### src/rtl/record_exchange_sorter_assert.svh
// Assertion macros for the sorter RTL.
// Each macro checks a property on the rising clock edge and is disabled in reset.
`ifndef RECORD_EXCHANGE_SORTER_ASSERT_SVH
`define RECORD_EXCHANGE_SORTER_ASSERT_SVH

// The consequent must hold in the same cycle as the antecedent.
`define RXS_ASSERT_SAME(label, clk, rst_n, ante, cons) \
  label: assert property (@(posedge clk) disable iff (!rst_n) (ante) |-> (cons)) \
    else $error("%m: same-cycle check failed");

// The consequent must hold in the cycle after the antecedent.
`define RXS_ASSERT_NEXT(label, clk, rst_n, ante, cons) \
  label: assert property (@(posedge clk) disable iff (!rst_n) (ante) |=> (cons)) \
    else $error("%m: next-cycle check failed");

`endif

### src/rtl/rxsort_pkg.sv
package rxsort_pkg;

  // Field widths of one record.
  localparam int KEY_HIGH_W = 48;
  localparam int KEY_LOW_W  = 32;
  localparam int KEY_W      = KEY_HIGH_W + KEY_LOW_W;
  localparam int TAG_W      = 16;

  // Depth of the queue between the front and the back.
  localparam int QDEPTH  = 4;
  localparam int QPTR_W  = $clog2(QDEPTH);
  localparam int QCNT_W  = $clog2(QDEPTH + 1);

  // One stored record: the key compares as an unsigned number.
  typedef struct packed {
    logic [KEY_W-1:0] key;
    logic [TAG_W-1:0] tag;
  } rxsort_word_t;

  // One classified transaction as it travels through the queue.
  typedef struct packed {
    rxsort_word_t word;
    logic         keep;
    logic         last;
  } rxsort_rec_t;

  // Phase of the back end, seen by the top level.
  typedef struct packed {
    logic loading;
    logic emitting;
  } rxsort_stat_t;

endpackage

### src/rtl/rxsort_queue.sv
module rxsort_queue import rxsort_pkg::*; (
  input  logic        clk,
  input  logic        rst_n,
  input  logic        push,
  input  rxsort_rec_t push_rec,
  output logic        full,
  input  logic        pop,
  output logic        head_valid,
  output rxsort_rec_t head_rec
);

  rxsort_rec_t       slot_r [QDEPTH];
  logic [QPTR_W-1:0] wp_r;
  logic [QPTR_W-1:0] rp_r;
  logic [QCNT_W-1:0] cnt_r;
  logic [QCNT_W-1:0] cnt_nxt;
  logic              do_pop;

  assign full       = (cnt_r == QCNT_W'(QDEPTH));
  assign head_valid = (cnt_r != '0);
  assign head_rec   = slot_r[rp_r];
  assign do_pop     = pop && head_valid;

  // Occupancy follows pushes and pops.
  always_comb begin
    cnt_nxt = cnt_r;
    if (push && !do_pop) begin
      cnt_nxt = cnt_r + QCNT_W'(1);
    end else if (!push && do_pop) begin
      cnt_nxt = cnt_r - QCNT_W'(1);
    end
  end

  always_ff @(posedge clk) begin
    if (!rst_n) begin
      wp_r  <= '0;
      rp_r  <= '0;
      cnt_r <= '0;
    end else begin
      cnt_r <= cnt_nxt;
      if (push) begin
        wp_r <= wp_r + QPTR_W'(1);
      end
      if (do_pop) begin
        rp_r <= rp_r + QPTR_W'(1);
      end
    end
  end

  // Slot storage carries no reset.
  always_ff @(posedge clk) begin
    if (push) begin
      slot_r[wp_r] <= push_rec;
    end
  end

endmodule

### config.mk
export PLATFORM = sky130hd
export DESIGN_NAME = rxsort_queue
export DESIGN_NICKNAME = d
export VERILOG_FILES = /design/src/rtl/record_exchange_sorter_assert.svh /design/src/rtl/rxsort_pkg.sv /design/src/rtl/rxsort_queue.sv
export SDC_FILE = /design/constraint.sdc
export NUM_CORES = 1
export LEC_CHECK = 0
export BUFFER_PORTS_ARGS = -buffer_cell sky130_fd_sc_hd__buf_2
export CORE_MARGIN = 2
export CORE_UTILIZATION = 45
export DETAILED_ROUTE_END_ITERATION = 7
export PLACE_DENSITY = 0.74
export SLEW_MARGIN = 20
export SYNTH_ARGS = -nofsm -noshare
export SYNTH_HDL_FRONTEND = slang
export SYNTH_SLANG_ARGS = --single-unit
export TNS_END_PERCENT = 20
### constraint.sdc
create_clock -name clk -period 4.9 [get_ports clk]
set_input_delay 1.225 -clock clk [delete_from_list [all_inputs] [get_ports clk]]
set_output_delay 1.225 -clock clk [all_outputs]
set_load 0.01 [all_outputs]
# [After elaboration in Yosys (flattened, before gate mapping)]
# Memories as Yosys holds them, arrays and structs flattened. A register that Yosys moved wholly into a read port is not among the register bits.
# Index checks and enable logic that the tools add are counted.
# Widths: inputs -> output; s select.
[word_totals] regBits=7 mem_bits_rw=392 input_bits=102 output_inout_bits=100 memories=1
[memory_table] name="slot_r" words=4 word_bits=98 rd=1 rd_ports_with_merged_regs=1 wr=1 line="rxsort_queue.sv:12" rtl="rxsort_rec_t slot_r [QDEPTH];"
[classes] n_addsub=4 eq_ne=1 n_mux=6 n_reduce_logical=7
[ops] cell="$mux 3" count=2
[ops] cell="$add 2x1->2 const B" count=2
[ops] cell="$mux 2" count=2
[ops] cell="$add 3x1->3 const B" count=1
[ops] cell="$eq 3x3->1 const B" count=1
[ops] cell="$logic_and 1x1->1" count=3
[ops] cell="$reduce_bool 3->1" count=1
[ops] cell="$sub 3x1->3 const B" count=1
[ops] cell="$logic_not 1->1" count=2
[ops] cell="$mux 1" count=2
[ops] cell="$reduce_bool 2->1" count=1

# [Logic depth before layout (Yosys ltp)]
[depth] ltp_word=5 mapped_depth=7 ltp_nobuf=7

# [Least setup slack after synthesis]
# OpenSTA, ideal clock, no wires.
[synth_path] path_kind="input-to-reg" startpoint="input port push" endpoint="memory slot_r[0][0] (netlist name) (enable)" setup_time_ns=0.468 t_arrival_ns=3.489 slack_ns=0.943 stages=1 path_cell_list="and2_1"
[synth_via] elab_chain_len=2
[synth_rtl] element="start: declaration" line="rxsort_queue.sv:4" rtl="input logic push,"
[synth_rtl] element="$mux 1" line="rxsort_queue.sv:52" rtl="if (push) begin"
[synth_rtl] element="$mux 1 (not written as such)" line="rxsort_queue.sv:53" rtl="slot_r[wp_r] <= push_rec;"
[synth_rtl] element="end: declaration" line="rxsort_queue.sv:12"
# No other way between the ends.

==> results.sh <==
export IMPL_netSwitchingPower_mw=2.15
export IMPL_fin_cells=1224
export IMPL_ys_warn_count=0
export IMPL_grt_remaining_overflow=0
export IMPL_wl_per_cell_um=21.1
export IMPL_die_w_um=184
export IMPL_slew_violations=0
export IMPL_port_buffers=201
export IMPL_ant_nets=0
export IMPL_crit_path_cell_trace="buf_12, mux4_2, buf_2"
export IMPL_cts_tree="done"
export IMPL_clockBufferDepth=3
export IMPL_pin_count=202
export IMPL_first_pass_iters=4
export IMPL_place_inst=1144
export IMPL_rows=65
export IMPL_cap_viol_max_count=0
export IMPL_syn_inst=555
export IMPL_synth_main_ff_cell="edfxtp_1"
export IMPL_start_kind="flip-flop"
export IMPL_cts_setup_buffers=0
export IMPL_setup_worst_path_end_class="primary output"
export IMPL_layout_drive_gt1_share_pct=45.2
export IMPL_postLayoutCellArea_mm2=0.0174
export IMPL_post_cts_resized=0
export IMPL_rsz0062_at_grt="no"
export IMPL_async_flop_share_pct=0
export IMPL_clockPowerShare_pct=34.3
export IMPL_die_area_mm2=0.0339
export IMPL_max_freq_mhz=281
export IMPL_syn_area_mm2=0.0146
export IMPL_grt_start_max_net_pins=53
export IMPL_path_clk_slew_ps=60
export IMPL_max_stage_delay_ps=820
export IMPL_place_ws_ps=1850
export IMPL_drc=0
export IMPL_yosysTopAreaCell="edfxtp_1"
export IMPL_synth_distinct_cells=22
export IMPL_pwr_share_comb_pct=19.6
export IMPL_grt_pass1_vias=6929
export IMPL_ctsHtreeMaxLevel=2
export IMPL_fin_skew_ps=13.7
export IMPL_irDropWorstVdd_uv=374
export IMPL_critPathTopFamily="flip-flops"
export IMPL_critical_path_buf_inv_count=2
export IMPL_fin_tns_setup_ps=0
export IMPL_status="finished clean"
export IMPL_synth_common_cells="392 x edfxtp_1, 98 x mux4_2, 11 x buf_2"
export IMPL_switching_share_pct=24.4
export IMPL_grt_antenna_before_repair=7
export IMPL_worst_slew_pin_slew_ps=810
export IMPL_dpl_cell_area_mm2=0.0161
export IMPL_crit_slowest_cell="dfxtp_4"
export IMPL_die_h_um=184
export IMPL_synth_most_common_cell="edfxtp_1"
export IMPL_cts_buffers=41
export IMPL_root_buffer="clkbuf_16"
export IMPL_dp_hpwl_um=15300
export IMPL_cts_hold_buf=0
export IMPL_seq_area_frac_synth_pct=82.0
export IMPL_postLayoutCoreUtil_pct=55.0
export IMPL_ff_latch_area_mm2=0.0120
export IMPL_syn_area_per_cell_um2=26.3
export IMPL_seqPwrFrac_pct=46.1
export IMPL_total_power_mw=8.80
export IMPL_grt_pass1_wl_um=39300
export IMPL_required_ps=3670
export IMPL_track_usage_pct=15.4
export IMPL_cp_data_arrival_time_ps=2330
export IMPL_finalWirelength_um=25800
export IMPL_yosys_top_cells_area="edfxtp_1 81%, mux4_2 15%, dfxtp_1 1.2%, ha_1 0.43%, and2_1 0.39%"
export IMPL_syn_nets=663
export IMPL_netlist_area_leader_share_pct=80.7
export IMPL_hold_viol=0
export IMPL_fin_crit_ps=3560
export IMPL_coreArea_mm2=0.0317
export IMPL_p_int_mw=6.65
export IMPL_vias_per_cell=5.31
export IMPL_worst_skew_pair_late_latency_ps=520
export IMPL_clkSinkCount=401
export IMPL_holdWs_ps=547
export IMPL_relSlewSlack_pct=46.0
export IMPL_vias=6503
export IMPL_first_iter_violations=486
export IMPL_syn2layout_area_growth_pct=19.5
export IMPL_synth_seq_cells=401
export IMPL_hp_class="flip-flop to flip-flop"
export IMPL_timing_final_crit_share_pct=72.6
export IMPL_place_gp_congestion=0.684
export IMPL_worst_slack_ps=1340
export IMPL_cellPowerDensity_mw_per_mm2=505
export IMPL_critPathKind="flip-flop to primary output"
export IMPL_fillers=2364
export IMPL_start_util_pct=46.0
export IMPL_nNetsFinal=893
export IMPL_path_max_fanout=52
export IMPL_setup_viol=0
export IMPL_synth_edf_count=392
export IMPL_p_leak_nw=5.82
export IMPL_multiInputGateArea_mm2=0.00248
## power by group through the flow
| stage | Combinational (mW) | Clock (mW) | Sequential (mW) |
|---|---|---|---|
| after floorplan | 1.24 | 0 | 4.07 |
| after global placement | 1.75 | 0 | 4.13 |
| after detailed placement | 1.76 | 0 | 4.14 |
| after CTS | 1.77 | 3.10 | 4.07 |
| after global routing | 1.87 | 3.23 | 4.08 |
| final | 1.72 | 3.02 | 4.06 |
## final timing paths
path,from,end,slack [ps],cells past startpoint
setup / recovery,flip-flop,head_rec[72],1340,3
hold / removal,cnt_r[2],cnt_r[2],550,2
setup reg to reg,cnt_r[0],cnt_r[2],2700,7
hold reg to reg,cnt_r[2],cnt_r[2],550,2
## sequential cells by signal, indices dropped and copies added, names as in the netlist, named ones only
register / cells
slot_r: 392
rp_r: 2
wp_r: 2
cnt_r: 3
## layout make-up
| cell class | instances | area share [%] |
|---|---|---|
| Tap cell | 402 | 2.89 |
| Multi-Input combinational cell | 129 | 14.2 |
| Antenna cell | 4 | 0.0574 |
| Inverter | 3 | 0.0646 |
| Timing Repair Buffer | 209 | 6.55 |
| Clock inverter | 25 | 1.26 |
| Sequential cell | 401 | 68.6 |
| Clock buffer | 51 | 6.35 |
## placed cells by master (no fill, tap or decap)
cell | netlist | layout
a21boi_0 | 1 | 1
and2_1 | 9 | 5
and2_4 | 0 | 4
buf_12 | 2 | 6
buf_2 | 11 | 201
buf_4 | 0 | 2
bufinv_16 | 0 | 4
clkbuf_1 | 7 | 8
clkbuf_16 | 0 | 43
clkinv_1 | 0 | 11
clkinv_2 | 0 | 7
clkinvlp_4 | 0 | 2
dfxtp_1 | 9 | 7
dfxtp_4 | 0 | 2
diode_2 | 0 | 4
edfxtp_1 | 392 | 392
fa_1 | 1 | 1
ha_1 | 5 | 5
inv_1 | 3 | 3
inv_6 | 0 | 1
mux2i_1 | 2 | 2
mux4_2 | 98 | 98
nor2b_1 | 2 | 2
nor3b_1 | 1 | 1
o21ai_0 | 1 | 1
o311ai_0 | 1 | 1
o31ai_1 | 1 | 1
or3_1 | 2 | 2
xnor2_1 | 3 | 3
xor2_1 | 2 | 2
## cell families after synthesis
kind of cell | after synthesis | share of synthesized area (%)
compound gates | 4 | 0.197
buf+inv | 25 | 1.09
simple gates | 14 | 0.609
mux | 100 | 15.3
fa+ha+maj | 6 | 0.566
xor+xnor | 5 | 0.300
flops | 401 | 82.0
## tightest hold or removal path, stage by stage, from the launching register on
cell	delay, ps
dfxtp_1	340
o21ai_0	80
a21boi_0	80
## metal layers
metal  up-vias  global-route usage, %  part of all wire (%)
met3        54                   4.85                   7.8
met2       221                   24.4                    48
met1      3352                   20.4                    42
met4         4                   5.44                   2.4
met5         -                      0                 0.089
li1       2872                      -                     -
(Power assumes the default switching activity.)
