===== src/rtl/record_exchange_sorter_assert.svh =====
// Assertion macros for the sorter RTL.
// Each macro checks a property on the rising clock edge and is disabled in reset.
`ifndef RECORD_EXCHANGE_SORTER_ASSERT_SVH
`define RECORD_EXCHANGE_SORTER_ASSERT_SVH

// The consequent must hold in the same cycle as the antecedent.
`define RXS_ASSERT_SAME(label, clk, rst_n, ante, cons) \
  label: assert property (@(posedge clk) disable iff (!rst_n) (ante) |-> (cons)) \
    else $error("%m: same-cycle check failed");

// The consequent must hold in the cycle after the antecedent.
`define RXS_ASSERT_NEXT(label, clk, rst_n, ante, cons) \
  label: assert property (@(posedge clk) disable iff (!rst_n) (ante) |=> (cons)) \
    else $error("%m: next-cycle check failed");

`endif


===== src/rtl/rxsort_pkg.sv =====
package rxsort_pkg;

  // Field widths of one record.
  localparam int KEY_HIGH_W = 48;
  localparam int KEY_LOW_W  = 32;
  localparam int KEY_W      = KEY_HIGH_W + KEY_LOW_W;
  localparam int TAG_W      = 16;

  // Depth of the queue between the front and the back.
  localparam int QDEPTH  = 4;
  localparam int QPTR_W  = $clog2(QDEPTH);
  localparam int QCNT_W  = $clog2(QDEPTH + 1);

  // One stored record: the key compares as an unsigned number.
  typedef struct packed {
    logic [KEY_W-1:0] key;
    logic [TAG_W-1:0] tag;
  } rxsort_word_t;

  // One classified transaction as it travels through the queue.
  typedef struct packed {
    rxsort_word_t word;
    logic         keep;
    logic         last;
  } rxsort_rec_t;

  // Phase of the back end, seen by the top level.
  typedef struct packed {
    logic loading;
    logic emitting;
  } rxsort_stat_t;

endpackage


===== src/rtl/rxsort_front.sv =====
module rxsort_front import rxsort_pkg::*; #(
  parameter int CAPACITY = 64
) (
  input  logic                  clk,
  input  logic                  rst_n,
  input  logic                  in_valid,
  output logic                  in_stall,
  input  logic [KEY_HIGH_W-1:0] in_key_high,
  input  logic [KEY_LOW_W-1:0]  in_key_low,
  input  logic [TAG_W-1:0]      in_tag,
  input  logic                  in_last_in,
  input  logic                  q_full,
  output logic                  q_push,
  output rxsort_rec_t           q_rec
);

  localparam int CNT_W = $clog2(CAPACITY + 1);

  logic [CNT_W-1:0] cnt_r;
  logic [CNT_W-1:0] cnt_nxt;
  logic             keep;

  // The front takes a transaction whenever the queue has room.
  assign in_stall = q_full;
  assign q_push   = in_valid && !q_full;

  // A record is kept while the batch still fits into the store.
  assign keep = (cnt_r < CNT_W'(CAPACITY));

  always_comb begin
    q_rec.word.key = {in_key_high, in_key_low};
    q_rec.word.tag = in_tag;
    q_rec.keep     = keep;
    q_rec.last     = in_last_in;
  end

  // Count the records of the current batch; the last one restarts the count.
  always_comb begin
    cnt_nxt = cnt_r;
    if (q_push) begin
      if (in_last_in) begin
        cnt_nxt = '0;
      end else if (keep) begin
        cnt_nxt = cnt_r + CNT_W'(1);
      end
    end
  end

  always_ff @(posedge clk) begin
    if (!rst_n) begin
      cnt_r <= '0;
    end else begin
      cnt_r <= cnt_nxt;
    end
  end

endmodule


===== config.mk =====
export PLATFORM = sky130hd
export DESIGN_NAME = rxsort_front
export DESIGN_NICKNAME = d
export VERILOG_FILES = /design/src/rtl/record_exchange_sorter_assert.svh /design/src/rtl/rxsort_pkg.sv /design/src/rtl/rxsort_front.sv
export SDC_FILE = /design/constraint.sdc
export NUM_CORES = 1
export LEC_CHECK = 0
export BUFFER_PORTS_ARGS = -buffer_cell sky130_fd_sc_hd__buf_2
export CORE_AREA = 2 2 78 80
export DETAILED_ROUTE_END_ITERATION = 7
export DIE_AREA = 0 0 80 82
export PLACE_DENSITY = 0.7
export SYNTH_ARGS = -nofsm -noshare
export SYNTH_HDL_FRONTEND = slang
export SYNTH_SLANG_ARGS = --single-unit

===== constraint.sdc =====
create_clock -name clk -period 3 [get_ports clk]
set_input_delay 0.15 -clock clk [delete_from_list [all_inputs] [get_ports clk]]
set_output_delay 0.15 -clock clk [all_outputs]
set_load 0.03 [all_outputs]

# After elaboration in Yosys (flattened, before gate mapping)

Index checks and enable logic that the tools add are counted.

Output and inout bits: 100
Bits of input ports: 101
Register bits after elaboration: 7
Word-level logic and storage cells: 9

Magnitude comparators: 1
Add/sub/neg operators: 1
Muxes and demuxes: 2
Reductions and logical operators: 4

Operators by type and width:

| kind                                                          | count |
|---|---|
| 7-bit 2-to-1 mux                                              | 2 |
| 7-bit by 1-bit adder with 7-bit output, second input constant | 1 |
| 7-bit less-than comparator, second input constant             | 1 |
| 2-bit AND reduction                                           | 1 |
| 2-bit nonzero test                                            | 1 |
| 1-bit logical AND                                             | 1 |
| 1-bit zero test                                               | 1 |

# Logic depth before layout (Yosys ltp)

Gate-level depths: netlist of the first run.

Depth after elaboration: 3
Gate-level depth with buffers: 5
Mapped depth without buffers: 4

# Worst setup path before layout of the first run

Ideal clock, no wire load.

Path kind: register -> register
From: register cnt_r[0]
To: register cnt_r[2]
Arrival time: 1156 ps
Library setup time: 70 ps
Period minus slack after synthesis: 1226 ps
Stages on the path, launching flop included: 5
Required time: 2930 ps
Slack: 1774 ps
Path buffers: 0
Path through: dfxtp_1 > ha_1 > inv_1 > or4_1 > a21oi_1

Cells in the longest elaborated chain, start to end: 3
Elaborated cells on any way between the ends: 6
Classes of those cells: 1 x add/sub; 1 x order compare; 2 x mux; 2 x reduce/logical

RTL lines:

| item                                                                                        | RTL line                               | source |
|---|---|---|
| start, declared                                                                             | rxsort_front.sv:19                     | `logic [CNT_W-1:0] cnt_r;` |
| start signal, assigned                                                                      | rxsort_front.sv:53                     | `cnt_r <= cnt_nxt;` |
| 7-bit by 1-bit adder with 7-bit output / 7-bit less-than comparator (equally long branches) | rxsort_front.sv:44, rxsort_front.sv:28 |  |
| 7-bit 2-to-1 mux / 2-bit nonzero test (equally long branches)                               | -                                      |  |
| 7-bit 2-to-1 mux / 2-bit AND reduction (equally long branches)                              | -                                      |  |

Parallel ways exist; a longest one is shown, timed or not. The select of a mux whose other input is x is not followed.
A chain may end at the register's enable or synchronous reset.

# Worst setup path in the final report of the first run

Same ends and word-level chain as after synthesis.

==> results of run 1 <==
-- per-stage QoR --
step           hold slack (ns)  setup slack [ns]
5_1_grt                  0.267              1.60
3_5_place_dp             0.300              1.71
2_1_floorplan            0.327              1.77
4_1_cts                  0.251              1.70
3_3_place_gp             0.300              1.74
6_report                 0.256              1.71
-- path summary, 6_finish.rpt --
check	endpoint	cells after the start
worst min-delay path	cnt_r[2]	3
worst max register to register	cnt_r[2]	4
worst min register to register	cnt_r[4]	2
worst max-delay path	cnt_r[2]	4
-- layer usage --
layer | up-vias | share of wire [%]
met5 | - | 0
met4 | 0 | 14
met3 | 36 | 21
met2 | 50 | 41
met1 | 198 | 25
li1 | 182 | -
-- worst register-to-register path, stage by stage (launching register included) --
cell and delay [ns]:
dfxtp_1 0.36, ha_1 0.18, inv_1 0.06, or4_1 0.49, a21oi_1 0.14
-- kinds of logic after synthesis --
family	after synthesis
buf+inv	106
simple gates	20
mux	3
fa+ha+maj	1
flops	7
compound gates	7
-- final cells by class --
cell class,count,area [µm²],area share [%]
Timing Repair Buffer,8,40.0,7.13
Multi-Input combinational cell,31,224,39.9
Sequential cell,7,140,24.9
Tap cell,75,93.8,16.7
Inverter,5,18.8,3.34
Clock buffer,4,45.0,8.02
-- Yosys cell counts (all sizes together) --
library cell / number / area, µm²
mux2i: 3 / 30.0
nand4: 1 / 6.26
nand2b: 1 / 13.8
nand3b: 4 / 30.0
a41oi: 1 / 8.76
ha: 1 / 12.5
or4: 2 / 15.0
nor4b: 1 / 15.0
dfxtp: 7 / 140
and3: 1 / 6.26
a21oi: 1 / 5.00
nor4: 2 / 12.5
a21boi: 2 / 15.0
nor2b: 1 / 6.26
nand3: 3 / 15.0
inv: 5 / 18.8
buf: 101 / 758
nand2: 3 / 11.3
o31ai: 1 / 7.51
o21ai: 2 / 10.0
nor2: 1 / 3.75
-- power groups by stage --
stage	Sequential [mW]	Clock [mW]	Combinational, mW
after detailed placement	0.0964	0	0.0213
after global placement	0.0963	0	0.0209
after floorplan	0.0963	0	0.257
after CTS	0.0948	0.141	0.0214
after global routing	0.0947	0.147	0.0236
final	0.0949	0.136	0.0212
==> metrics.md, run 1 <==
| Metric | Value |
|---|---|
| Global-route wire length before repair | `2590 µm` |
| Sw Share | `23.2%` |
| Combinational family with the most area after synthesis | `buffers and inverters` |
| Met2 usage | `7.58%` |
| Largest net degree at the start of global routing | `10` |
| Clock share of power | `53.9%` |
| DP HPWL | `1570 µm` |
| Crit-path max cell delay | `0.49 ns` |
| Worst Skew | `0.00118 ns` |
| CP Max Fanout | `4` |
| Layout Nets | `158` |
| WP data required | `3.16 ns` |
| Worst path slowest cell | `or4_1` |
| Reg clk slew, reported paths | `0.04 ns` |
| Number of buffers created by CTS | `3` |
| Crit path time final | `1.29 ns` |
| Fin. max-slew vios | `0` |
| GRT Util Overall | `5.43%` |
| Worst setup path start | `cnt_r[0]` |
| Peak supply drop | `210 µV` |
| Max frequency | `773 MHz` |
| CP arrival | `1.46 ns` |
| Via density | `3.58` |
| Layout cells sized above 1 | `25.5%` |
| Gr busiest metal | `met4` |
| Worst-skew pair later-pin latency | `0.23 ns` |
| Worst min path class | `primary input to flop` |
| Starting density of the core | `19.9%` |
| Least-Margin Pin Slew | `0.436 ns` |
| Synth Area in XOR/XNOR | `0%` |
| I/O Buffers | `8` |
| DRT antenna net count | `0` |
| Horiz. Die Dim | `80 µm` |
| Met1 Use GR | `3.80%` |
| Root buffer cell | `clkbuf_8` |
| Compound-Gate Fraction of Synth Area | `4.06%` |
| RSZ-0062 raised after global routing | `no` |
| Status | `completed` |
| Final RePlAce weighted congestion | `0.823` |
| Max cap viols | `0` |
| Longest Clk Path Bufs | `2` |
| WL/cell | `14.8 µm` |
| Synth unique cells | `24` |
| Biggest regs | `cnt_r x7` |
| Post CTS Setup Buffer Count | `0` |
| PwrDens | `449 nW/µm²` |
| P_leak | `0.184 nW` |
| CP startpoint kind | `flop` |
| CTS resizes | `0` |
| Remaining global-route overflow | `0` |
| Cts hold-fix bufs | `0` |
| Post-route insts no fill | `130` |
| Setup TNS Final | `0 ns` |
| Most frequent cells in the layout | `buf_2, dfxtp_1, inv_1, nand3b_1` |
| Reg with most FFs | `cnt_r` |
| Fillers | `689` |
| Mapped Avg Cell Area | `7.92 µm²` |
| #FFs+latches synth | `7` |
| Final core utilization | `9.78%` |
| CTS Sinks | `7` |
| Routed via count | `466` |
| Initial antenna violation count | `0` |
| Post-synthesis simple-gate area fraction | `11.8%` |
| Placed cells | `126` |
| DP Area | `517 µm²` |
| H-tree levels | `1` |
| Post-Syn Area | `1140 µm²` |
| Die area | `6560 µm²` |
| Reg2Reg Setup Slack | `1.71 ns` |
| DR iter-0 viols | `18` |
| CP Class | `flop to flop` |
| Max reg flops | `7` |
| Crit path max-delay family | `simple AND/OR/NAND/NOR gates` |
| Area delta synth->final | `-50.8%` |
| Combinational power share | `8.4%` |
| DIE HEIGHT | `82 µm` |
| Hold path startpoint | `rst_n` |
| Pint | `0.194 mW` |
| Pre-antenna DRT Iters | `2` |
| CP Buf/Inv Count | `1` |
| Hold Fails Final Rpt | `0` |
| Most common cell after layout, fill and taps aside | `buf_2` |
| # diodes | `0` |
| Sequential share of power | `37.6%` |
| Fin crit share | `43.1%` |
| Crit path cell chain | `ha_1, inv_1, or4_1, a21oi_1` |
| R2r startpoint | `cnt_r[0]` |
| Slew headroom | `70.9%` |
| Met3 Resource Use GR | `3.63%` |
| Final instance area | `562 µm²` |
| Number of global-route vias before repair | `471` |
| Drt total wl | `1920 µm` |
| Yosys warning count | `0` |
| Post-Synth Adder-Cell Area | `1.10%` |
| Num ports | `201` |
| NetSw | `0.0584 mW` |
| Syn Inst Count | `144` |
| DRC Markers | `0` |
| Pwr Total | `0.252 mW` |
| Critical path capture point type | `flop` |
| CTS tree | `done` |
| Post-Syn Nets | `246` |
| Core area | `5750 µm²` |
| Portion of netlist area occupied by mux cells | `2.63%` |
| Post-synthesis sequential area ratio | `12.3%` |
| Final setup vio count | `0` |
| Row Count | `28` |
Note: power is estimated with default switching activity, not from simulation.
==> inputs of run 2 (changes only) <==
--- a/config.mk
+++ b/config.mk
@@ -6,10 +6,10 @@
 export NUM_CORES = 1
 export LEC_CHECK = 0
 export BUFFER_PORTS_ARGS = -buffer_cell sky130_fd_sc_hd__buf_2
-export CORE_AREA = 2 2 78 80
+export CORE_AREA = 2 2 77 79
 export DETAILED_ROUTE_END_ITERATION = 7
-export DIE_AREA = 0 0 80 82
-export PLACE_DENSITY = 0.7
+export DIE_AREA = 0 0 79 81
+export PLACE_DENSITY = 0.74
 export SYNTH_ARGS = -nofsm -noshare
 export SYNTH_HDL_FRONTEND = slang
 export SYNTH_SLANG_ARGS = --single-unit
==> constraint.sdc (replaced) <==
create_clock -name clk -period 1.08 [get_ports clk]
set_input_delay 0.054 -clock clk [delete_from_list [all_inputs] [get_ports clk]]
set_output_delay 0.054 -clock clk [all_outputs]
set_load 0.03 [all_outputs]
==> run 2 against run 1 <==
The run now ends with negative setup slack left. Register-to-register slack worse by 1.8 ns. Flip-flop and latch count unchanged. Clock power rose to 2.7 times the previous value. Largest cell class unchanged. Largest power group unchanged. Highest routed layer unchanged.
==> metrics.md, run 2 (synthesized netlist as in run 1, its figures left out) <==
| Metric | Value |
|---|---|
| Largest net degree at the start of global routing | `10 (unchanged)` |
| CP Max Fanout | `3 (was 4)` |
| Sw Share | `22.7% (was 23.2%)` |
| Max frequency | `858 MHz (was 773 MHz)` |
| Initial antenna violation count | `0 (unchanged)` |
| Reg with most FFs | `cnt_r (unchanged)` |
| Worst Reg-to-Reg Cells | `4 (unchanged)` |
| CP startpoint kind | `flop (unchanged)` |
| Reg clk slew, reported paths | `0.04 ns (about the same)` |
| DIE HEIGHT | `81 µm (was 82 µm)` |
| I/O Buffers | `8 (unchanged)` |
| PwrDens | `1080 nW/µm² (was 449 nW/µm²)` |
| Final setup vio count | `3 (was 0)` |
| Worst min path class | `primary input to output pin (was primary input to flop)` |
| Final instance area | `646 µm² (was 562 µm²)` |
| DP Area | `547 µm² (was 517 µm²)` |
| Layout cells sized above 1 | `44.1% (was 25.5%)` |
| Least-Margin Pin Slew | `0.282 ns (was 0.436 ns)` |
| Fin. max-slew vios | `0 (unchanged)` |
| Area delta synth->final | `-43.4% (was -50.8%)` |
| Combinational power share | `9.7% (was 8.4%)` |
| Remaining global-route overflow | `0 (unchanged)` |
| Num ports | `201 (unchanged)` |
| Pre-antenna DRT Iters | `4 (was 2)` |
| Worst-skew pair later-pin latency | `0.22 ns (was 0.23 ns)` |
| Slew headroom | `81.2% (was 70.9%)` |
| DRT antenna net count | `0 (unchanged)` |
| RSZ-0062 raised after global routing | `yes (was no)` |
| Hold Fails Final Rpt | `0 (unchanged)` |
| Starting density of the core | `20.1% (was 19.9%)` |
| WL/cell | `16.0 µm (was 14.8 µm)` |
| Fillers | `667 (was 689)` |
| Setup WS post-layout | `-0.0852 ns (was 1.71 ns)` |
| Longest Clk Path Bufs | `2 (unchanged)` |
| Die area | `6400 µm² (was 6560 µm²)` |
| Biggest regs | `cnt_r x7 (unchanged)` |
| Pint | `0.540 mW (was 0.194 mW)` |
| Most frequent cells in the layout | `buf_2, dfxtp_1, nand3b_1, buf_4 (was buf_2, dfxtp_1, inv_1, nand3b_1)` |
| DRC Markers | `0 (unchanged)` |
| GRT Util Overall | `5.86% (was 5.43%)` |
| Clock share of power | `52.7% (was 53.9%)` |
| Number of buffers created by CTS | `3 (unchanged)` |
| CTS tree | `done (unchanged)` |
| Max cap viols | `0 (unchanged)` |
| Hold Path Depth | `0 (was 3)` |
| WP data required | `1.24 ns (was 3.16 ns)` |
| Worst Skew | `0.00113 ns (was 0.00118 ns)` |
| CP Class | `flop to flop (unchanged)` |
| Drt total wl | `2150 µm (was 1920 µm)` |
| P_leak | `0.221 nW (was 0.184 nW)` |
| CTS Sinks | `7 (unchanged)` |
| Max reg flops | `7 (unchanged)` |
| Post-route insts no fill | `134 (was 130)` |
| Core area | `5680 µm² (was 5750 µm²)` |
| Placed cells | `128 (was 126)` |
| # diodes | `0 (unchanged)` |
| Horiz. Die Dim | `79 µm (was 80 µm)` |
| Crit path time final | `1.17 ns (was 1.29 ns)` |
| Routed via count | `514 (was 466)` |
| DP HPWL | `1630 µm (was 1570 µm)` |
| Most common cell after layout, fill and taps aside | `buf_2 (unchanged)` |
| Peak supply drop | `647 µV (was 210 µV)` |
| Critical path capture point type | `flop (unchanged)` |
| Worst hold slack | `0.108 ns (was 0.256 ns)` |
| CP arrival | `1.32 ns (was 1.46 ns)` |
| Fin crit share | `108% (was 43.1%)` |
| Sequential share of power | `37.7% (was 37.6%)` |
| Global-route wire length before repair | `2830 µm (was 2590 µm)` |
| NetSw | `0.158 mW (was 0.0584 mW)` |
| Row Count | `28 (unchanged)` |
| H-tree levels | `1 (unchanged)` |
| Root buffer cell | `clkbuf_8 (unchanged)` |
| DR iter-0 viols | `25 (was 18)` |
| Status | `complete, but fails checks (was completed)` |
| Final RePlAce weighted congestion | `0.840 (was 0.823)` |
| Layout Nets | `162 (was 158)` |
| Via density | `3.84 (was 3.58)` |
| Failing checks | `negative setup slack` |
| Final core utilization | `11.4% (was 9.78%)` |
| Number of global-route vias before repair | `511 (was 471)` |
## run 2: cell types whose count changed in the layout (fill, tap and decap cells not counted), sizes merged
cell,previous run,this run
buf,8,12
## run 2: cell type report
class,count,area [µm²],share of cell area [%]
timing repair buffer,12,70.1,10.9
sequential,7,145,22.5
multi-input combinational,31,273,42.2
clock buffer,4,45.0,6.98
tap,75,93.8,14.5
inverter,5,18.8,2.91
## run 2: power groups by stage
stage,registers (mW),logic [mW],clock network [mW]
CTS,0.265,0.0617,0.374
detailed placement,0.269,0.0610,0
global placement,0.269,0.0602,0
finish,0.263,0.0676,0.368
global route,0.263,0.0740,0.403
floorplan,0.269,0.714,0
## run 2: per-stage QoR
stage / setup slack, ns / setup TNS [ns] / total power [mW]
3_3_place_gp: -0.0608 / -0.109 / 0.329
3_5_place_dp: -0.0917 / -0.203 / 0.330
6_report: -0.0852 / -0.0923 / 0.698
4_1_cts: -0.101 / -0.348 / 0.700
5_1_grt: -0.129 / -0.306 / 0.740
2_1_floorplan: -0.0507 / -0.0507 / 0.983
## run 2: worst paths after layout
check | start | endpoint | slack, ns
setup reg to reg | cnt_r[0] | cnt_r[2] | -0.09
setup / recovery | cnt_r[0] | cnt_r[2] | -0.09
hold reg to reg | cnt_r[4] | cnt_r[4] | 0.50
hold / removal | in_key_low[21] | q_rec[39] | 0.11
## run 2: repair_timing
action | in CTS | in global routing
resized for setup | 1 | 7
buffers inserted | 0 | 2
cloned | 0 | 0
endpoints found under the setup margin | 6 | 6
pin swaps | 0 | 1
hold buffers | 0 | 0
## run 2: critical path, cell delays in order, from the launching register on
cell and delay, ns:
dfxtp_4 0.35, ha_4 0.13, inv_2 0.04, or4_1 0.46, a21oi_1 0.12
## run 2: metal layers
metal | track usage [%] | up-vias | routed length, µm
met5 | 0 | - | 0
met4 | 8.79 | 0 | 233
met3 | 6.44 | 42 | 551
met2 | 7.37 | 80 | 885
met1 | 3.66 | 201 | 475
li1 | - | 191 | -
==> inputs of run 3 (changes only) <==
==> constraint.sdc (replaced) <==
create_clock -name clk -period 0.93 [get_ports clk]
set_input_delay 0.0465 -clock clk [delete_from_list [all_inputs] [get_ports clk]]
set_output_delay 0.0465 -clock clk [all_outputs]
set_load 0.03 [all_outputs]
==> run 3 against run 2 <==
Critical path type unchanged. Final area increased by 2.7%. Cell count increased by 2.2%. Critical path depth stayed put. Non-clock buffer count rose by 3. Wire length down 7.8%. Via count is 6.0% lower. First-iteration DRC count decreased by 12%. Sequential power up 17%. Worst setup slack lost 0.15 ns. Fmax decreased by 0.20%. Flip-flop and latch count did not move. The flow still finishes with violations (negative setup slack). Sequential share of layout area is 0.78 points lower.
==> metrics.md, run 3 (synthesized netlist as in run 1, its figures left out) <==
| Metric | Value |
|---|---|
| Crit-path max cell delay | `0.45 ns (was 0.46 ns)` |
| WP data required | `1.09 ns (was 1.24 ns)` |
| Post-route insts no fill | `137 (was 134)` |
| Area delta synth->final | `-41.9% (was -43.4%)` |
| CP Class | `flop to flop (unchanged)` |
| H-tree levels | `1 (unchanged)` |
| Initial antenna violation count | `0 (unchanged)` |
| Horiz. Die Dim | `79 µm (unchanged)` |
| Row Count | `28 (unchanged)` |
| Gr busiest metal | `met4 (unchanged)` |
| Fillers | `680 (was 667)` |
| Met1 Use GR | `4.20% (was 3.66%)` |
| Slew headroom | `80.0% (was 81.2%)` |
| Least-Margin Pin Slew | `0.298 ns (was 0.282 ns)` |
| Sw Share | `22.8% (was 22.7%)` |
| I/O Buffers | `8 (unchanged)` |
| DIE HEIGHT | `81 µm (unchanged)` |
| Crit path cell chain | `ha_4, inv_2, or4_1, a21oi_1 (unchanged)` |
| Placed cells | `133 (was 128)` |
| Worst path slowest cell | `or4_1 (unchanged)` |
| Sequential share of power | `37.5% (was 37.7%)` |
| Starting density of the core | `20.1% (unchanged)` |
| Routed via count | `483 (was 514)` |
| CTS Sinks | `7 (unchanged)` |
| Die area | `6400 µm² (unchanged)` |
| Setup WS post-layout | `-0.237 ns (was -0.0852 ns)` |
| Hold Fails Final Rpt | `0 (unchanged)` |
| Worst Reg-to-Reg Cells | `4 (unchanged)` |
| Setup TNS Final | `-0.919 ns (was -0.0923 ns)` |
| Via density | `3.53 (was 3.84)` |
| Peak supply drop | `723 µV (was 647 µV)` |
| Final setup vio count | `7 (was 3)` |
| PwrDens | `1230 nW/µm² (was 1080 nW/µm²)` |
| CP Max Fanout | `3 (unchanged)` |
| Root buffer cell | `clkbuf_8 (unchanged)` |
| Worst min path class | `primary input to output pin (unchanged)` |
| Final RePlAce weighted congestion | `0.753 (was 0.840)` |
| Met3 Resource Use GR | `3.67% (was 6.44%)` |
| RSZ-0062 raised after global routing | `yes (unchanged)` |
| Max reg flops | `7 (unchanged)` |
| Number of buffers created by CTS | `3 (unchanged)` |
| Reg with most FFs | `cnt_r (unchanged)` |
| Core area | `5680 µm² (unchanged)` |
| Failing checks | `negative setup slack (unchanged)` |
| NetSw | `0.187 mW (was 0.158 mW)` |
| Longest Clk Path Bufs | `2 (unchanged)` |
| Status | `complete, but fails checks (unchanged)` |
| DR iter-0 viols | `22 (was 25)` |
| Combinational power share | `10.1% (was 9.7%)` |
| R2r startpoint | `cnt_r[1] (was cnt_r[0])` |
| Final instance area | `663 µm² (was 646 µm²)` |
| Fin crit share | `126% (was 108%)` |
| Remaining global-route overflow | `0 (unchanged)` |
| Layout cells sized above 1 | `48.4% (was 44.1%)` |
| Crit path time final | `1.17 ns (about the same)` |
| Most common cell after layout, fill and taps aside | `buf_2 (unchanged)` |
| Reg clk slew, reported paths | `0.04 ns (about the same)` |
| Hold Path End | `q_rec[10] (was q_rec[39])` |
| Worst Skew | `0.000408 ns (was 0.00113 ns)` |
| Largest net degree at the start of global routing | `10 (unchanged)` |
| Met2 usage | `7.71% (was 7.37%)` |
| Max cap viols | `0 (unchanged)` |
| Hold Path Depth | `0 (unchanged)` |
| WL/cell | `14.4 µm (was 16.0 µm)` |
| Most frequent cells in the layout | `buf_2, buf_4, nand3b_1, dfxtp_1 (was buf_2, dfxtp_1, nand3b_1, buf_4)` |
| DRT antenna net count | `0 (unchanged)` |
| DRC Markers | `0 (unchanged)` |
| Pint | `0.631 mW (was 0.540 mW)` |
| Reg2Reg Setup Slack | `-0.24 ns (was -0.09 ns)` |
| Layout Nets | `165 (was 162)` |
| CTS tree | `done (unchanged)` |
| Num ports | `201 (unchanged)` |
| Biggest regs | `cnt_r x7 (unchanged)` |
| Global-route wire length before repair | `2880 µm (was 2830 µm)` |
| Number of global-route vias before repair | `516 (was 511)` |
| CP startpoint kind | `flop (unchanged)` |
| Fin. max-slew vios | `0 (unchanged)` |
| Clock share of power | `52.4% (was 52.7%)` |
| P_leak | `0.223 nW (was 0.221 nW)` |
| Hold path startpoint | `in_tag[8] (was in_key_low[21])` |
| CP arrival | `1.33 ns (was 1.32 ns)` |
| # diodes | `0 (unchanged)` |
| GRT Util Overall | `6.26% (was 5.86%)` |
| Pre-antenna DRT Iters | `3 (was 4)` |
| Cts hold-fix bufs | `0 (unchanged)` |
| DP Area | `608 µm² (was 547 µm²)` |
| Max frequency | `857 MHz (was 858 MHz)` |
| Critical path capture point type | `flop (unchanged)` |
| RR Endpoint | `cnt_r[2] (unchanged)` |
| Worst-skew pair later-pin latency | `0.23 ns (was 0.22 ns)` |
| Drt total wl | `1980 µm (was 2150 µm)` |
[run 3: changes by cell type in the layout (fill, tap and decap cells not counted), sizes merged]
cell  before  now
buf       12   15
[run 3: final cells by class]
type	instances	area (µm²)	area share [%]
well taps	75	93.8	14.2
flip-flops and latches	7	144	21.7
clock buffers	4	45.0	6.79
multi-input cells	31	265	40.0
inverters	5	18.8	2.83
repair buffers	15	96.3	14.5
[run 3: power by group through the flow]
| stage | combinational, mW | sequential [mW] | clock (mW) |
|---|---|---|---|
| floorplan | 0.831 | 0.312 | 0 |
| global placement | 0.0798 | 0.312 | 0 |
| detailed placement | 0.0810 | 0.312 | 0 |
| CTS | 0.0839 | 0.307 | 0.437 |
| global route | 0.0895 | 0.307 | 0.460 |
| finish | 0.0826 | 0.307 | 0.428 |
[run 3: worst max path at each step]
| stage | start | end | slack, ns |
|---|---|---|---|
| after floorplan | cnt_r[1] | cnt_r[2] | -0.20 |
| after global placement | cnt_r[1] | cnt_r[2] | -0.21 |
| after detailed placement | cnt_r[1] | cnt_r[2] | -0.23 |
| after CTS | cnt_r[1] | cnt_r[2] | -0.24 |
| after global routing | cnt_r[1] | cnt_r[2] | -0.27 |
| final | cnt_r[1] | cnt_r[2] | -0.24 |
[run 3: per-stage QoR]
stage / setup slack (ns) / hold WS [ns] / utilization [%] / power [mW]
6_report: -0.237 / 0.0930 / 11.7 / 0.818
5_1_grt: -0.266 / 0.0930 / 11.7 / 0.857
4_1_cts: -0.241 / 0.0932 / 11.7 / 0.827
3_5_place_dp: -0.233 / 0.0932 / 10.7 / 0.393
3_3_place_gp: -0.210 / 0.0932 / 10.7 / 0.391
2_1_floorplan: -0.201 / 0.222 / - / 1.14
[run 3: repair_timing]
action                     CTS  global route
setup endpoints to repair    7             7
pin swaps                    3             1
gates cloned                 0             0
buffers inserted             0             0
gates resized for setup      4             0
[run 3: per-layer routing]
metal	part of all wire (%)	vias up
li1	-	196
met5	0	-
met2	39	55
met1	26	188
met4	18	0
met3	18	44
[run 3: worst max-delay path: cells and delay by family, from the launching register on]
family	cells	cell delay, ns
and+or+nand+nor	1	0.45
DFF	1	0.34
adders and majority gates	1	0.14
AOI/OAI and AO/OA	1	0.12
buffers and inverters	1	0.04
